$ cat src/hw/rtl/lru_pkg.sv
// ---------------------------------------------------------------------------
// lru_pkg
// Types and constants shared by the lru frame replacement tracker modules.
// ---------------------------------------------------------------------------
package lru_pkg;

    localparam int FRAME_COUNT = 16;
    localparam int PAGE_BITS   = 20;
    localparam int SLOT_W      = 4;
    localparam int CNT_W       = 5;
    localparam int TOTAL_W     = 32;
    localparam int KIND_W      = 3;

    typedef enum logic [KIND_W-1:0] {
        KIND_LOAD   = 3'd0,
        KIND_ACCESS = 3'd1,
        KIND_REMOVE = 3'd2,
        KIND_VICTIM = 3'd3,
        KIND_CLEAR  = 3'd4
    } t_kind;

    typedef struct packed {
        logic [KIND_W-1:0]    kind;
        logic [PAGE_BITS-1:0] page_id;
        logic [SLOT_W-1:0]    frame_id;
    } t_in_item;

    typedef struct packed {
        logic               applied;
        logic               victim_valid;
        logic [SLOT_W-1:0]  victim_frame;
        logic [CNT_W-1:0]   tracked_count;
        logic [TOTAL_W-1:0] replacement_count;
    } t_out_item;

    typedef struct packed {
        logic load_item;
        logic lookup;
        logic commit;
    } t_dp_cmd;

    typedef struct packed {
        logic out_hold;
    } t_dp_status;

endpackage

$ cat src/hw/rtl/lru_ctrl.sv
// ---------------------------------------------------------------------------
// lru_ctrl
// Sequencer: accept an event, run the slot lookup, then commit the update.
// ---------------------------------------------------------------------------
module lru_ctrl (
    input  logic                i_clk,
    input  logic                i_rst_n,
    input  logic                i_in_valid,
    output logic                o_in_stall,
    input  lru_pkg::t_dp_status i_status,
    output lru_pkg::t_dp_cmd    o_cmd
);

    typedef enum logic [1:0] {
        ST_IDLE,
        ST_LOOK,
        ST_UPD
    } t_state;

    t_state r_state, n_state;
    logic   r_busy,  n_busy;

    assign o_in_stall = r_busy;

    always_comb begin
        o_cmd.load_item = i_in_valid && !r_busy;
        o_cmd.lookup    = (r_state == ST_LOOK);
        o_cmd.commit    = (r_state == ST_UPD) && !i_status.out_hold;
    end

    always_comb begin
        n_state = r_state;
        n_busy  = r_busy;
        unique case (r_state)
            ST_IDLE: begin
                if (i_in_valid) begin
                    n_state = ST_LOOK;
                    n_busy  = 1'b1;
                end
            end
            ST_LOOK: begin
                n_state = ST_UPD;
            end
            ST_UPD: begin
                // wait here while the previous result is still unclaimed
                if (!i_status.out_hold) begin
                    n_state = ST_IDLE;
                    n_busy  = 1'b0;
                end
            end
            default: begin
                n_state = ST_IDLE;
                n_busy  = 1'b0;
            end
        endcase
    end

    always_ff @(posedge i_clk) begin
        if (!i_rst_n) begin
            r_state <= ST_IDLE;
            r_busy  <= 1'b0;
        end else begin
            r_state <= n_state;
            r_busy  <= n_busy;
        end
    end

    a_busy_matches_state: assert property (@(posedge i_clk) disable iff (!i_rst_n)
        r_busy == (r_state != ST_IDLE))
        else $error("busy flag out of step with state");

    a_look_then_upd: assert property (@(posedge i_clk) disable iff (!i_rst_n)
        r_state == ST_LOOK |=> r_state == ST_UPD)
        else $error("lookup not followed by update");

    a_no_commit_on_hold: assert property (@(posedge i_clk) disable iff (!i_rst_n)
        i_status.out_hold |-> !o_cmd.commit)
        else $error("commit while result register is held");

endmodule

$ cat src/hw/rtl/lru_datapath.sv
// ---------------------------------------------------------------------------
// lru_datapath
// Slot table, recency ranks, counters, lookup registers and result register.
// ---------------------------------------------------------------------------
module lru_datapath (
    input  logic                i_clk,
    input  logic                i_rst_n,
    input  lru_pkg::t_dp_cmd    i_cmd,
    output lru_pkg::t_dp_status o_status,
    input  lru_pkg::t_in_item   i_in_item,
    output logic                o_out_valid,
    input  logic                i_out_stall,
    output lru_pkg::t_out_item  o_out_item
);

    lru_pkg::t_in_item r_item;

    logic [lru_pkg::FRAME_COUNT-1:0] r_valid, n_valid;
    logic [lru_pkg::PAGE_BITS-1:0]   r_page [lru_pkg::FRAME_COUNT];
    logic [lru_pkg::SLOT_W-1:0]      r_rec  [lru_pkg::FRAME_COUNT];
    logic [lru_pkg::SLOT_W-1:0]      n_rec  [lru_pkg::FRAME_COUNT];
    logic [lru_pkg::CNT_W-1:0]       r_occ, n_occ;
    logic [lru_pkg::TOTAL_W-1:0]     r_total, n_total;

    // lookup results
    logic                       r_hit, n_hit;
    logic [lru_pkg::SLOT_W-1:0] r_hit_idx, n_hit_idx;
    logic [lru_pkg::SLOT_W-1:0] r_hit_rank;
    logic                       r_vic_valid, n_vic_valid;
    logic [lru_pkg::SLOT_W-1:0] r_vic_idx, n_vic_idx;
    logic                       r_frame_busy;

    lru_pkg::t_out_item r_out_item;
    logic               r_out_valid;

    logic                       applied, vic_valid, acc_match, frame_ok, load_ok;
    logic [lru_pkg::SLOT_W-1:0] vic_frame;
    logic [lru_pkg::CNT_W-1:0]  occ_m1;

    assign o_status.out_hold = r_out_valid && i_out_stall;
    assign o_out_valid       = r_out_valid;
    assign o_out_item        = r_out_item;

    // parallel page compare and rank-zero search; lowest slot wins
    always_comb begin
        n_hit       = 1'b0;
        n_hit_idx   = '0;
        n_vic_valid = 1'b0;
        n_vic_idx   = '0;
        for (int i = lru_pkg::FRAME_COUNT - 1; i >= 0; i--) begin
            if (r_valid[i] && (r_page[i] == r_item.page_id[lru_pkg::PAGE_BITS-1:0])) begin
                n_hit     = 1'b1;
                n_hit_idx = lru_pkg::SLOT_W'(i);
            end
            if (r_valid[i] && (r_rec[i] == '0)) begin
                n_vic_valid = 1'b1;
                n_vic_idx   = lru_pkg::SLOT_W'(i);
            end
        end
    end

    assign frame_ok  = {1'b0, r_item.frame_id} < lru_pkg::CNT_W'(lru_pkg::FRAME_COUNT);
    assign acc_match = r_hit && (r_hit_idx == r_item.frame_id);
    assign load_ok   = frame_ok && !r_hit && !r_frame_busy;
    assign occ_m1    = r_occ - 1'b1;

    always_comb begin
        n_valid   = r_valid;
        n_rec     = r_rec;
        n_occ     = r_occ;
        n_total   = r_total;
        applied   = 1'b0;
        vic_valid = 1'b0;
        vic_frame = '0;
        case (r_item.kind)
            lru_pkg::KIND_LOAD: begin
                if (load_ok) begin
                    n_valid[r_item.frame_id] = 1'b1;
                    n_rec[r_item.frame_id]   = r_occ[lru_pkg::SLOT_W-1:0];
                    n_occ                    = r_occ + 1'b1;
                    applied                  = 1'b1;
                end
            end
            lru_pkg::KIND_ACCESS: begin
                if (acc_match) begin
                    for (int i = 0; i < lru_pkg::FRAME_COUNT; i++) begin
                        if (r_valid[i] && (r_rec[i] > r_hit_rank)) begin
                            n_rec[i] = r_rec[i] - 1'b1;
                        end
                    end
                    n_rec[r_hit_idx] = occ_m1[lru_pkg::SLOT_W-1:0];
                    applied          = 1'b1;
                end
            end
            lru_pkg::KIND_REMOVE: begin
                if (acc_match) begin
                    for (int i = 0; i < lru_pkg::FRAME_COUNT; i++) begin
                        if (r_valid[i] && (r_rec[i] > r_hit_rank)) begin
                            n_rec[i] = r_rec[i] - 1'b1;
                        end
                    end
                    n_valid[r_hit_idx] = 1'b0;
                    n_occ              = occ_m1;
                    applied            = 1'b1;
                end
            end
            lru_pkg::KIND_VICTIM: begin
                if (r_vic_valid) begin
                    vic_valid = 1'b1;
                    vic_frame = r_vic_idx;
                    n_total   = r_total + 1'b1;
                    applied   = 1'b1;
                end
            end
            lru_pkg::KIND_CLEAR: begin
                n_valid = '0;
                n_occ   = '0;
                n_total = '0;
                applied = 1'b1;
            end
            default: begin
            end
        endcase
    end

    // payload registers, no reset
    always_ff @(posedge i_clk) begin
        if (i_cmd.load_item) begin
            r_item <= i_in_item;
        end
        if (i_cmd.lookup) begin
            r_hit        <= n_hit;
            r_hit_idx    <= n_hit_idx;
            r_hit_rank   <= r_rec[n_hit_idx];
            r_vic_valid  <= n_vic_valid;
            r_vic_idx    <= n_vic_idx;
            r_frame_busy <= r_valid[r_item.frame_id];
        end
        if (i_cmd.commit) begin
            r_rec <= n_rec;
            if ((r_item.kind == lru_pkg::KIND_LOAD) && load_ok) begin
                r_page[r_item.frame_id] <= r_item.page_id[lru_pkg::PAGE_BITS-1:0];
            end
            r_out_item.applied           <= applied;
            r_out_item.victim_valid      <= vic_valid;
            r_out_item.victim_frame      <= vic_frame;
            r_out_item.tracked_count     <= n_occ;
            r_out_item.replacement_count <= n_total;
        end
    end

    always_ff @(posedge i_clk) begin
        if (!i_rst_n) begin
            r_valid     <= '0;
            r_occ       <= '0;
            r_total     <= '0;
            r_out_valid <= 1'b0;
        end else begin
            if (i_cmd.commit) begin
                r_valid <= n_valid;
                r_occ   <= n_occ;
                r_total <= n_total;
            end
            if (i_cmd.commit) begin
                r_out_valid <= 1'b1;
            end else if (r_out_valid && !i_out_stall) begin
                r_out_valid <= 1'b0;
            end
        end
    end

    a_occ_bound: assert property (@(posedge i_clk) disable iff (!i_rst_n)
        r_occ <= lru_pkg::CNT_W'(lru_pkg::FRAME_COUNT))
        else $error("occupancy beyond frame count");

    a_occ_matches_valid: assert property (@(posedge i_clk) disable iff (!i_rst_n)
        lru_pkg::CNT_W'($countones(r_valid)) == r_occ)
        else $error("occupancy differs from number of valid slots");

    a_commit_sets_out: assert property (@(posedge i_clk) disable iff (!i_rst_n)
        i_cmd.commit |=> r_out_valid && (r_out_item.tracked_count == r_occ))
        else $error("result register not loaded after commit");

endmodule

$ cat src/hw/rtl/lru_frame_replacement_tracker_unit.sv
// ---------------------------------------------------------------------------
// lru_frame_replacement_tracker_unit
// LRU page and frame pairing tracker with victim selection.
// ---------------------------------------------------------------------------
// Each event passes these steps from input to result: the transfer, in which
// it is registered; a lookup step, in which all sixteen slots are compared
// against the page and searched for the rank-zero slot; and an update step,
// in which the slot table, ranks and counters are updated and the result
// register is loaded. The controller runs these steps over the one slot
// table, so no new event is taken before the last is updated; a new event is
// taken while the previous result still sits in the result register, and
// the update step waits only while that register is held by i_out_stall.
// Reset empties the table at once, with no clearing pass.
module lru_frame_replacement_tracker_unit (
    input  logic               i_clk,
    input  logic               i_rst_n,
    input  logic               i_in_valid,
    output logic               o_in_stall,
    input  lru_pkg::t_in_item  i_in_item,
    output logic               o_out_valid,
    input  logic               i_out_stall,
    output lru_pkg::t_out_item o_out_item
);

    lru_pkg::t_dp_cmd    cmd;
    lru_pkg::t_dp_status status;

    lru_ctrl u_ctrl (
        .i_clk      (i_clk),
        .i_rst_n    (i_rst_n),
        .i_in_valid (i_in_valid),
        .o_in_stall (o_in_stall),
        .i_status   (status),
        .o_cmd      (cmd)
    );

    lru_datapath u_datapath (
        .i_clk       (i_clk),
        .i_rst_n     (i_rst_n),
        .i_cmd       (cmd),
        .o_status    (status),
        .i_in_item   (i_in_item),
        .o_out_valid (o_out_valid),
        .i_out_stall (i_out_stall),
        .o_out_item  (o_out_item)
    );

endmodule
$ cat config.mk
export PLATFORM = sky130hd
export DESIGN_NAME = lru_frame_replacement_tracker_unit
export DESIGN_NICKNAME = d
export VERILOG_FILES = /design/src/hw/rtl/lru_pkg.sv /design/src/hw/rtl/lru_ctrl.sv /design/src/hw/rtl/lru_datapath.sv /design/src/hw/rtl/lru_frame_replacement_tracker_unit.sv
export SDC_FILE = /design/constraint.sdc
export NUM_CORES = 1
export LEC_CHECK = 0
export BUFFER_PORTS_ARGS = -buffer_cell sky130_fd_sc_hd__buf_2
export CAP_MARGIN = 20
export CORE_ASPECT_RATIO = 1.1
export CORE_MARGIN = 2
export CORE_UTILIZATION = 63
export CTS_CLUSTER_DIAMETER = 200
export DETAILED_ROUTE_END_ITERATION = 7
export GPL_ROUTABILITY_DRIVEN = 1
export PLACE_DENSITY = 0.8
export SLEW_MARGIN = 20
export SYNTH_ARGS = -nofsm -noshare
export SYNTH_HDL_FRONTEND = slang
export SYNTH_HIERARCHICAL = 1
export SYNTH_SLANG_ARGS = --single-unit
$ cat constraint.sdc
create_clock -name i_clk -period 9.85 [get_ports i_clk]
set_input_delay 1.97 -clock i_clk [delete_from_list [all_inputs] [get_ports i_clk]]
set_output_delay 1.97 -clock i_clk [all_outputs]
set_load 0.03 [all_outputs]
# Word-level counts from Yosys, hierarchy flattened

Memories as Yosys holds them, arrays and structs flattened.
Index checks and enable logic that the tools add are counted.

Register bits: 206
RAM bits: 320
Output and inout port bits: 45
Memories: 1

Memory list:

| memory            | words | bits a word | read ports | clocked after Yosys merged registers in | wr ports | RTL line           | text |
|---|---|---|---|---|---|---|---|
| u_datapath.r_page | 16    | 20          | 16         | 0                                       | 1        | lru_datapath.sv:19 | `logic [lru_pkg::PAGE_BITS-1:0] r_page [lru_pkg::FRAME_COUNT];` |

Add/subtract/negate cells: 19
Magnitude comparators: 25
Equality and inequality tests: 28
Muxes and demuxes: 123
Bitwise gates (word level): 7
Reductions and logical operators: 96

Operator list:

| kind                                              | count |
|---|---|
| == test 20 bit                                    | 16 |
| 2-to-1 mux 4 bit                                  | 76 |
| 2-to-1 mux 64 bit                                 | 3 |
| case mux 64 bit (3 select lines)                  | 1 |
| bitwise mux 64 bit                                | 2 |
| greater-than comparator 4 bit                     | 16 |
| logical NOT 4 bit                                 | 16 |
| case mux 32 bit (2 select lines)                  | 1 |
| subtractor 4 x 1 -> 4 bit (second input constant) | 16 |
| logical AND 1 bit                                 | 59 |
| case mux 16 bit (3 select lines)                  | 1 |
| adder 32 x 1 -> 32 bit (second input constant)    | 1 |
| demux 4 bit (select 4 bit)                        | 2 |
| 2-to-1 mux 16 bit                                 | 2 |
| 2-to-1 mux 32 bit                                 | 1 |
| OR reduction 15 bit                               | 2 |
| bitwise AND 16 bit                                | 1 |
| binary-select mux 4 bit (select 4 bit)            | 1 |
| 2-to-1 mux 1 bit                                  | 16 |
| NOT 16 bit                                        | 1 |
| OR 16 bit                                         | 1 |
| >= comparator 5 bit (second input constant)       | 3 |
| NOT 4 -> 5 bit                                    | 3 |
| case mux 5 bit (3 select lines)                   | 1 |
| other kinds (34)                                  | 56 |

# Longest topological paths before layout

Gate-level depths: netlist of run 1.
An unclocked memory read counts as a cell.

Word-level depth: 23
Gate-level depth with buffers: 15
Mapped depth without buffers: 14

# Modules after synthesis

Netlist of run 1, hierarchy kept.

Modules (own cells, without submodules):

| module       | times used | cells each | area each (um2) |
|---|---|---|---|
| lru_datapath | 1          | 2461       | 27900.5 |
| lru_ctrl     | 1          | 15         | 132.6 |

# Least setup slack after synthesis of run 1

OpenSTA, ideal clock, no wires.

Path kind: input to register
From: input i_out_stall
To: memory u_datapath/r_page[15][0] in the netlist's numbering, enable pin
Library setup time: 0.397 ns
Data arrival time: 7.228 ns
Slack: 2.225 ns
Stages: 6
Cell sequence: and2_1 > nor3b_1 > clkbuf_1 > nand3_1 > clkbuf_1 > nor2_1

RTL lines:

| item            | RTL line                                 | text |
|---|---|---|
| start, declared | lru_frame_replacement_tracker_unit.sv:21 | `input logic i_out_stall,` |
| end, declared   | lru_datapath.sv:19                       |  |

==> out/results.ini, run 1 <==
[critical_path]
endpoint_kind = flop
slowest_delay_ps = 710
path_buf_inv = 4
cp_slowest_cell = buf_4
crit_top_cell = buf_4
r2r_slack_ps = 5790
reg2reg_to = u_datapath/r_hit_rank[3]
rr_startpoint = u_datapath/r_item[4]
reg2reg_depth = 13
critPathMaxFanout = 81
cp_data_required_time_ps = 10110
path_class = in2reg
crit_family = compound AO/OA/AOI/OAI gates
crit_arrival_ps = 4810
start_kind = input port
path_cells = buf_2 > and2_1 > nor3b_2 > buf_4 > inv_1 > buf_4 > o31a_1 > a21oi_1

[power]
total_power_mw = 4.89
power_frac_comb_pct = 7.5
p_per_area_nw_per_um2 = 159
irDropWorstVdd_mv = 0.160
internal_power_mw = 3.78
sw_frac_of_total_pct = 22.8
p_seq_share_pct = 50.6
power_frac_clock_pct = 41.9
leakage_nw = 10.5
p_switching_mw = 1.11

[sta]
min_period_ps = 4550
fin_skew_ps = 22.1
rsz0062_at_grt = no
setup_tns_ps = 0
finalCritPeriodShare_pct = 46.2
fmax_mhz = 220
slew_headroom_pct = 26.0
slew_viol_final = 0
hold_viol = 0
tightest_slew_ps = 1110
setup_viol = 0

[logic_synthesis]
synth_edf_count = 469
netlist_area_um2 = 28000
synth.distinct_cells = 72
syn_area_per_cell_um2 = 11.3
syn_inst = 2476
synthFlopType = edfxtp_1
synth_nets = 2606
synth_top_area_cell = edfxtp_1
synthTopCellsByCount = edfxtp_1 (469), xnor2_1 (258), nor2_1 (252)
ys_warn_count = 6
yosysSeqAreaShare_pct = 54.3
post-synth-top-count-cell = edfxtp_1
synthArstFlopShare_pct = 0
ys_top_cells_by_area = edfxtp_1 (50%), xnor2_1 (8.1%), ha_1 (4.4%)
synth.top_cell.area_share_pct = 50.2
ys_ff_latch = 526

[layout]
antenna_cells = 0
multi_input_area_um2 = 11900
seqCellArea_um2 = 15200
final_core_util_pct = 69.6
fill_cells = 3148
syn2layout_area_growth_pct = 9.64
layout-drive-gt1-share_pct = 9.78
num-nets-final = 2685

[floorplanning]
ioPinCount = 76
die_h_um = 225
die-area_um2 = 46200
core_area_um2 = 44200
start_util_pct = 63.4
fp.dieW_um = 205
fp-row-count = 81

[clock_network]
cts.hold.buffers_added = 0
cts_root_buf = clkbuf_16
clockBufferDepth = 3
worstSkewPairLatency_ps = 620
cts_buffers = 53
cts_resized = 0
post_cts_buffers = 0
cts_tree = built
path_clk_slew_ps = 60
cts_sinks = 526
htree_levels = 2

[route]
drt-total-wl_mm = 72.7
drtPass1Iterations = 6
drc = 0
drt_iter0_drc = 2290
routedWlPerCell_um = 22.9
vias = 20600
vias_per_cell = 6.48
ant_nets = 0

[grt]
grt_max_degree = 82
grt_pass1_wl_mm = 112
grt_pass1_vias = 20500
track_usage_pct = 31.6
overflow = 0
grt_antenna_before_repair = 0

[status]
status = complete, no violations

[worst_hold_path]
min_to = u_ctrl/r_state[0]
whs_path_depth = 1
hold_class = reg2reg
hp-start = u_ctrl/r_state[0]

[placed_design]
place_hpwl_mm = 46.2
port_buffers = 75
gp_congestion = 0.936

[run]
maxCapViolCount = 0

layout by cell type (no fill, tap or decap), types with 60 or more instances in the layout:
master	count
nand4_1	135
o221ai_1	60
inv_1	63
buf_2	75
a21oi_1	94
ha_1	99
xor2_1	113
nand2_1	197
xnor2_1	258
edfxtp_1	469
nor2_1	251
nand3_1	78
o21ai_0	90
worst reg2reg max path, stage by stage, from the launching register on:
cell and delay (ps):
edfxtp_1 350, buf_4 480, xnor2_1 240, nand4_1 150, nor4_1 440, nand4_1 290
and2_1 310, o2111ai_2 70, buf_4 420, mux2_1 400, nor2_1 100, a21oi_1 90
a21oi_1 320, a21oi_1 120
per-stage QoR:
stage          hold WS (ps)  cells  setup slack, ps  area, um^2
2_1_floorplan           439   2476             2220       28000
3_3_place_gp            472   3079             4900       28900
3_5_place_dp            493   3081             4790       29000
4_1_cts                 496   3179             5420       30700
5_1_grt                 512   3179             5180       30700
6_report                498   3179             5300       30700
routing by layer:
layer / routed length, um / GRT usage, %
met3: 7270 / 6.68
met5: 0 / 0
met2: 34400 / 52.2
met4: 4080 / 17.4
met1: 27000 / 38.8
worst max-delay path by stage:
stage / cells past startpoint / slack [ps] / end / startpoint
2_1_floorplan: 6 / 2220 / u_datapath/r_page[15][0] / i_out_stall
3_3_place_gp: 8 / 4900 / flop / i_out_stall
3_5_place_dp: 8 / 4790 / flop / i_out_stall
4_1_cts: 8 / 5420 / flop / i_out_stall
5_1_grt: 8 / 5180 / flop / i_out_stall
6_report: 8 / 5300 / flop / i_out_stall
final cells by class:
cell class | count | area share, %
sequential | 526 | 49.5
multi-input combinational | 1773 | 38.8
clock buffer | 71 | 4.70
timing repair buffer | 135 | 2.72
tap | 581 | 2.37
clock inverter | 27 | 1.04
inverter | 66 | 0.806
power by group through the flow:
| stage | clock (mW) | combinational [mW] | sequential [mW] |
|---|---|---|---|
| floorplan | 0 | 0.234 | 2.54 |
| detailed placement | 0 | 0.356 | 2.52 |
| global route | 2.16 | 0.392 | 2.48 |
| global placement | 0 | 0.342 | 2.52 |
| finish | 2.05 | 0.367 | 2.47 |
| CTS | 2.07 | 0.360 | 2.47 |
cells by family after synthesis:
kind of cell	count (synthesis)	synth area share [%]
AO/OA/AOI/OAI	314	7.24
multiplexers	54	2.31
flip-flops	526	54.3
buffers and inverters	177	3.17
XOR/XNOR	371	11.6
AND/OR/NAND/NOR	935	17.0
adder cells (fa/ha/maj)	99	4.42
No activity file was read; power rests on OpenSTA's default activity.
==> inputs of run 2 (changes only) <==
--- a/config.mk
+++ b/config.mk
@@ -5,6 +5,7 @@
 export SDC_FILE = /design/constraint.sdc
 export NUM_CORES = 1
 export LEC_CHECK = 0
+export ABC_AREA = 1
 export BUFFER_PORTS_ARGS = -buffer_cell sky130_fd_sc_hd__buf_2
 export CAP_MARGIN = 20
 export CORE_ASPECT_RATIO = 1.1
==> constraint.sdc (replaced) <==
create_clock -name i_clk -period 4.2 [get_ports i_clk]
set_input_delay 0.84 -clock i_clk [delete_from_list [all_inputs] [get_ports i_clk]]
set_output_delay 0.84 -clock i_clk [all_outputs]
set_load 0.03 [all_outputs]
==> run 2 against run 1 <==
Effect of this change: worst setup slack got worse by 5100 ps; sequential power rose by 140%; combinational power rose by 140%; synthesized cell count rose by 15%; sequential share of layout area barely moved; critical path depth rose by 9; core utilization rose by 1.3 points; hold slack got worse by 94 ps; area after synthesis fell by 1.2%; routed wire length rose by 15%; final cell count rose by 13%; cell area barely moved; highest routed layer unchanged.
==> out/results.ini, run 2 <==
[grt]
grt_pass1_wl_mm = 125  ; +12%
overflow = 0  ; unchanged
grt_antenna_before_repair = 1  ; +1
grt_max_degree = 58  ; -29%
grt_pass1_vias = 21800  ; +6.0%
track_usage_pct = 36.5  ; +5.0 points

[route]
vias_per_cell = 6.37  ; -1.7%
ant_nets = 0  ; unchanged
routedWlPerCell_um = 23.4  ; +2.3%
drtPass1Iterations = 6  ; unchanged
drt_iter0_drc = 2840  ; +24%
drc = 0  ; unchanged
vias = 22800  ; +11%
drt-total-wl_mm = 83.9  ; +15%

[logic_synthesis]
synth_nets = 2981  ; +14%
synthTopCellsByCount = nand2_1 (577), edfxtp_1 (469), nor2_1 (298)
yosysSeqAreaShare_pct = 55.0  ; +0.67 points
netlist_area_um2 = 27700  ; -1.2%
synth_edf_count = 469  ; unchanged
synth.top_cell.area_share_pct = 50.9  ; +0.62 points
synthArstFlopShare_pct = 0  ; unchanged
synth.distinct_cells = 63  ; -13%
ys_top_cells_by_area = edfxtp_1 (51%), nand2_1 (7.8%), ha_1 (4.5%)
post-synth-top-count-cell = nand2_1
syn_area_per_cell_um2 = 9.71  ; -14%
syn_inst = 2851  ; +15%
ys_ff_latch = 526  ; unchanged
ys_warn_count = 6  ; unchanged
synth_top_area_cell = edfxtp_1
synthFlopType = edfxtp_1

[power]
power_frac_comb_pct = 7.5  ; about the same
internal_power_mw = 9.05  ; +140%
power_frac_clock_pct = 43.1  ; +1.2 points
p_switching_mw = 2.73  ; +140%
irDropWorstVdd_mv = 0.507  ; +220%
p_per_area_nw_per_um2 = 384  ; +140%
p_seq_share_pct = 49.3  ; -1.3 points
leakage_nw = 11.8  ; +13%
sw_frac_of_total_pct = 23.1  ; +0.39 points

[layout]
final_cells = 3585  ; +13%
layout-drive-gt1-share_pct = 10.5  ; +0.72 points
final_area_um2 = 30700  ; about the same
final_common_cell = nand2_1
syn2layout_area_growth_pct = 10.9
num-nets-final = 3098  ; +15%
final_cell_mix = nand2_1 (577), edfxtp_1 (469), nor2_1 (294)
final_core_util_pct = 70.8  ; +1.3 points

[critical_path]
endpoint_kind = flop
slowest_delay_ps = 430  ; -280 ps
path_class = reg2reg
crit_top_cell = nand2_1
crit_family = simple AND/OR/NAND/NOR gates
critPathMaxFanout = 20  ; -75%
path_cells = inv_2 > o22ai_1 > a211oi_1 > o2111ai_1 > nor4_2 > nand4_1 > nand2_1 > nand2_1 > nand2_1 > nand2_2 > buf_4 > nand3_1 > nand2_1 > nand2_1 > nand3_1 > nand3_1 > nand2_1
cp_data_required_time_ps = 4590  ; -5520 ps
start_kind = flop
path_buf_inv = 2  ; -2
cp_slowest_cell = nor4_2
crit_arrival_ps = 4390  ; -420 ps

[sta]
min_period_ps = 4000
hold_viol = 0  ; unchanged
fin_skew_ps = 28.7  ; +6.66 ps
slew_viol_final = 0  ; unchanged
fmax_mhz = 250
tightest_slew_ps = 985  ; -124 ps
setup_tns_ps = 0  ; unchanged
setup_slack_ps = 198  ; -5100 ps
finalCritPeriodShare_pct = 95.3
setup_viol = 0  ; unchanged
slew_headroom_pct = 34.4  ; +8.4 points
rsz0062_at_grt = no

[floorplanning]
start_util_pct = 63.9  ; +0.45 points
fp-row-count = 80  ; -1.2%
core_area_um2 = 43300  ; -1.9%
ioPinCount = 76  ; unchanged
die_h_um = 224  ; -0.60%
die-area_um2 = 45600  ; -1.2%
fp.dieW_um = 204  ; -0.60%

[clock_network]
worstSkewPairLatency_ps = 630  ; about the same
htree_levels = 2  ; unchanged
path_clk_slew_ps = 70  ; about the same
cts.hold.buffers_added = 0  ; unchanged
cts_buffers = 52  ; -1.9%
cts_tree = built
cts_sinks = 526  ; unchanged
clockBufferDepth = 3  ; unchanged
cts_root_buf = clkbuf_16

[placed_design]
dp_cells = 3488  ; +13%
port_buffers = 75  ; unchanged
place_ws_ps = 366  ; -4420 ps
place_hpwl_mm = 56.3  ; +22%
gp_congestion = 1.03  ; +9.6%
dpl-instance-area_um2 = 28800  ; -0.48%

[run]
maxCapViolCount = 0  ; unchanged

[worst_hold_path]
hold_class = in2reg

[status]
status = complete, no violations

-- run 2: layout make-up --
class / count / area (um^2)
Clock buffer: 69 / 1460
Multi-Input combinational cell: 1941 / 10800
Fill cell: 3136 / 12600
Sequential cell: 526 / 15200
Antenna cell: 1 / 2.50
Tap cell: 574 / 718
Clock inverter: 27 / 400
Inverter: 286 / 1080
Timing Repair Buffer: 161 / 1060
-- run 2: kinds of logic after synthesis --
| logic type | Yosys count | synth area share, % |
|---|---|---|
| compound gates | 581 | 12.7 |
| fa+ha+maj | 99 | 4.47 |
| buf+inv | 384 | 6.30 |
| simple gates | 1142 | 17.8 |
| mux | 1 | 0.0361 |
| xor+xnor | 118 | 3.73 |
| flops | 526 | 55.0 |
-- run 2: per-stage QoR --
step | total power, mW | hold slack (ps)
after CTS | 11.8 | 382
after floorplan | 6.44 | 455
final | 11.8 | 404
after global routing | 12.0 | 389
after global placement | 6.75 | 466
after detailed placement | 6.77 | 499
-- run 2: repair_timing --
| action | in CTS | in global routing |
|---|---|---|
| resized for setup | 0 | 2 |
| buffers inserted | 0 | 0 |
| endpoints found under the setup margin | 0 | 4 |
-- run 2: path summary, 6_finish.rpt --
kind | startpoint | end | slack (ps) | cells after the start
hold / removal | i_in_item[12] | u_datapath/r_item[12] | 400 | 1
setup / recovery | u_datapath/r_item[23] | u_datapath/r_hit_rank[2] | 200 | 17
hold reg to reg | u_datapath/r_total[30] | u_datapath/r_total[30] | 520 | 2
setup reg to reg | u_datapath/r_item[23] | u_datapath/r_hit_rank[2] | 200 | 17
-- run 2: power by group through the flow --
stage                     sequential (mW)  combinational [mW]  clock [mW]
after floorplan                      5.95               0.484           0
after global placement               5.92               0.830           0
after detailed placement             5.92               0.852           0
after CTS                            5.81               0.859        5.10
after global routing                 5.81               0.938        5.28
final                                5.81               0.889        5.08
-- run 2: worst reg2reg max path, stage by stage, from the launching register on --
cell,delay (ps)
edfxtp_1,410
inv_2,400
o22ai_1,230
a211oi_1,280
o2111ai_1,320
nor4_2,430
nand4_1,310
nand2_1,150
nand2_1,60
nand2_1,90
nand2_2,280
buf_4,340
nand3_1,90
nand2_1,60
nand2_1,50
nand3_1,100
nand3_1,110
nand2_1,50
-- run 2: per-layer routing --
| layer | vias to the layer above | routed length (um) | GRT usage [%] |
|---|---|---|---|
| li1 | 10300 | - | - |
| met1 | 10600 | 29300 | 44.6 |
| met2 | 1600 | 38900 | 59.4 |
| met3 | 410 | 9400 | 6.69 |
| met4 | 0 | 6340 | 24.7 |
| met5 | - | 0 | 0 |
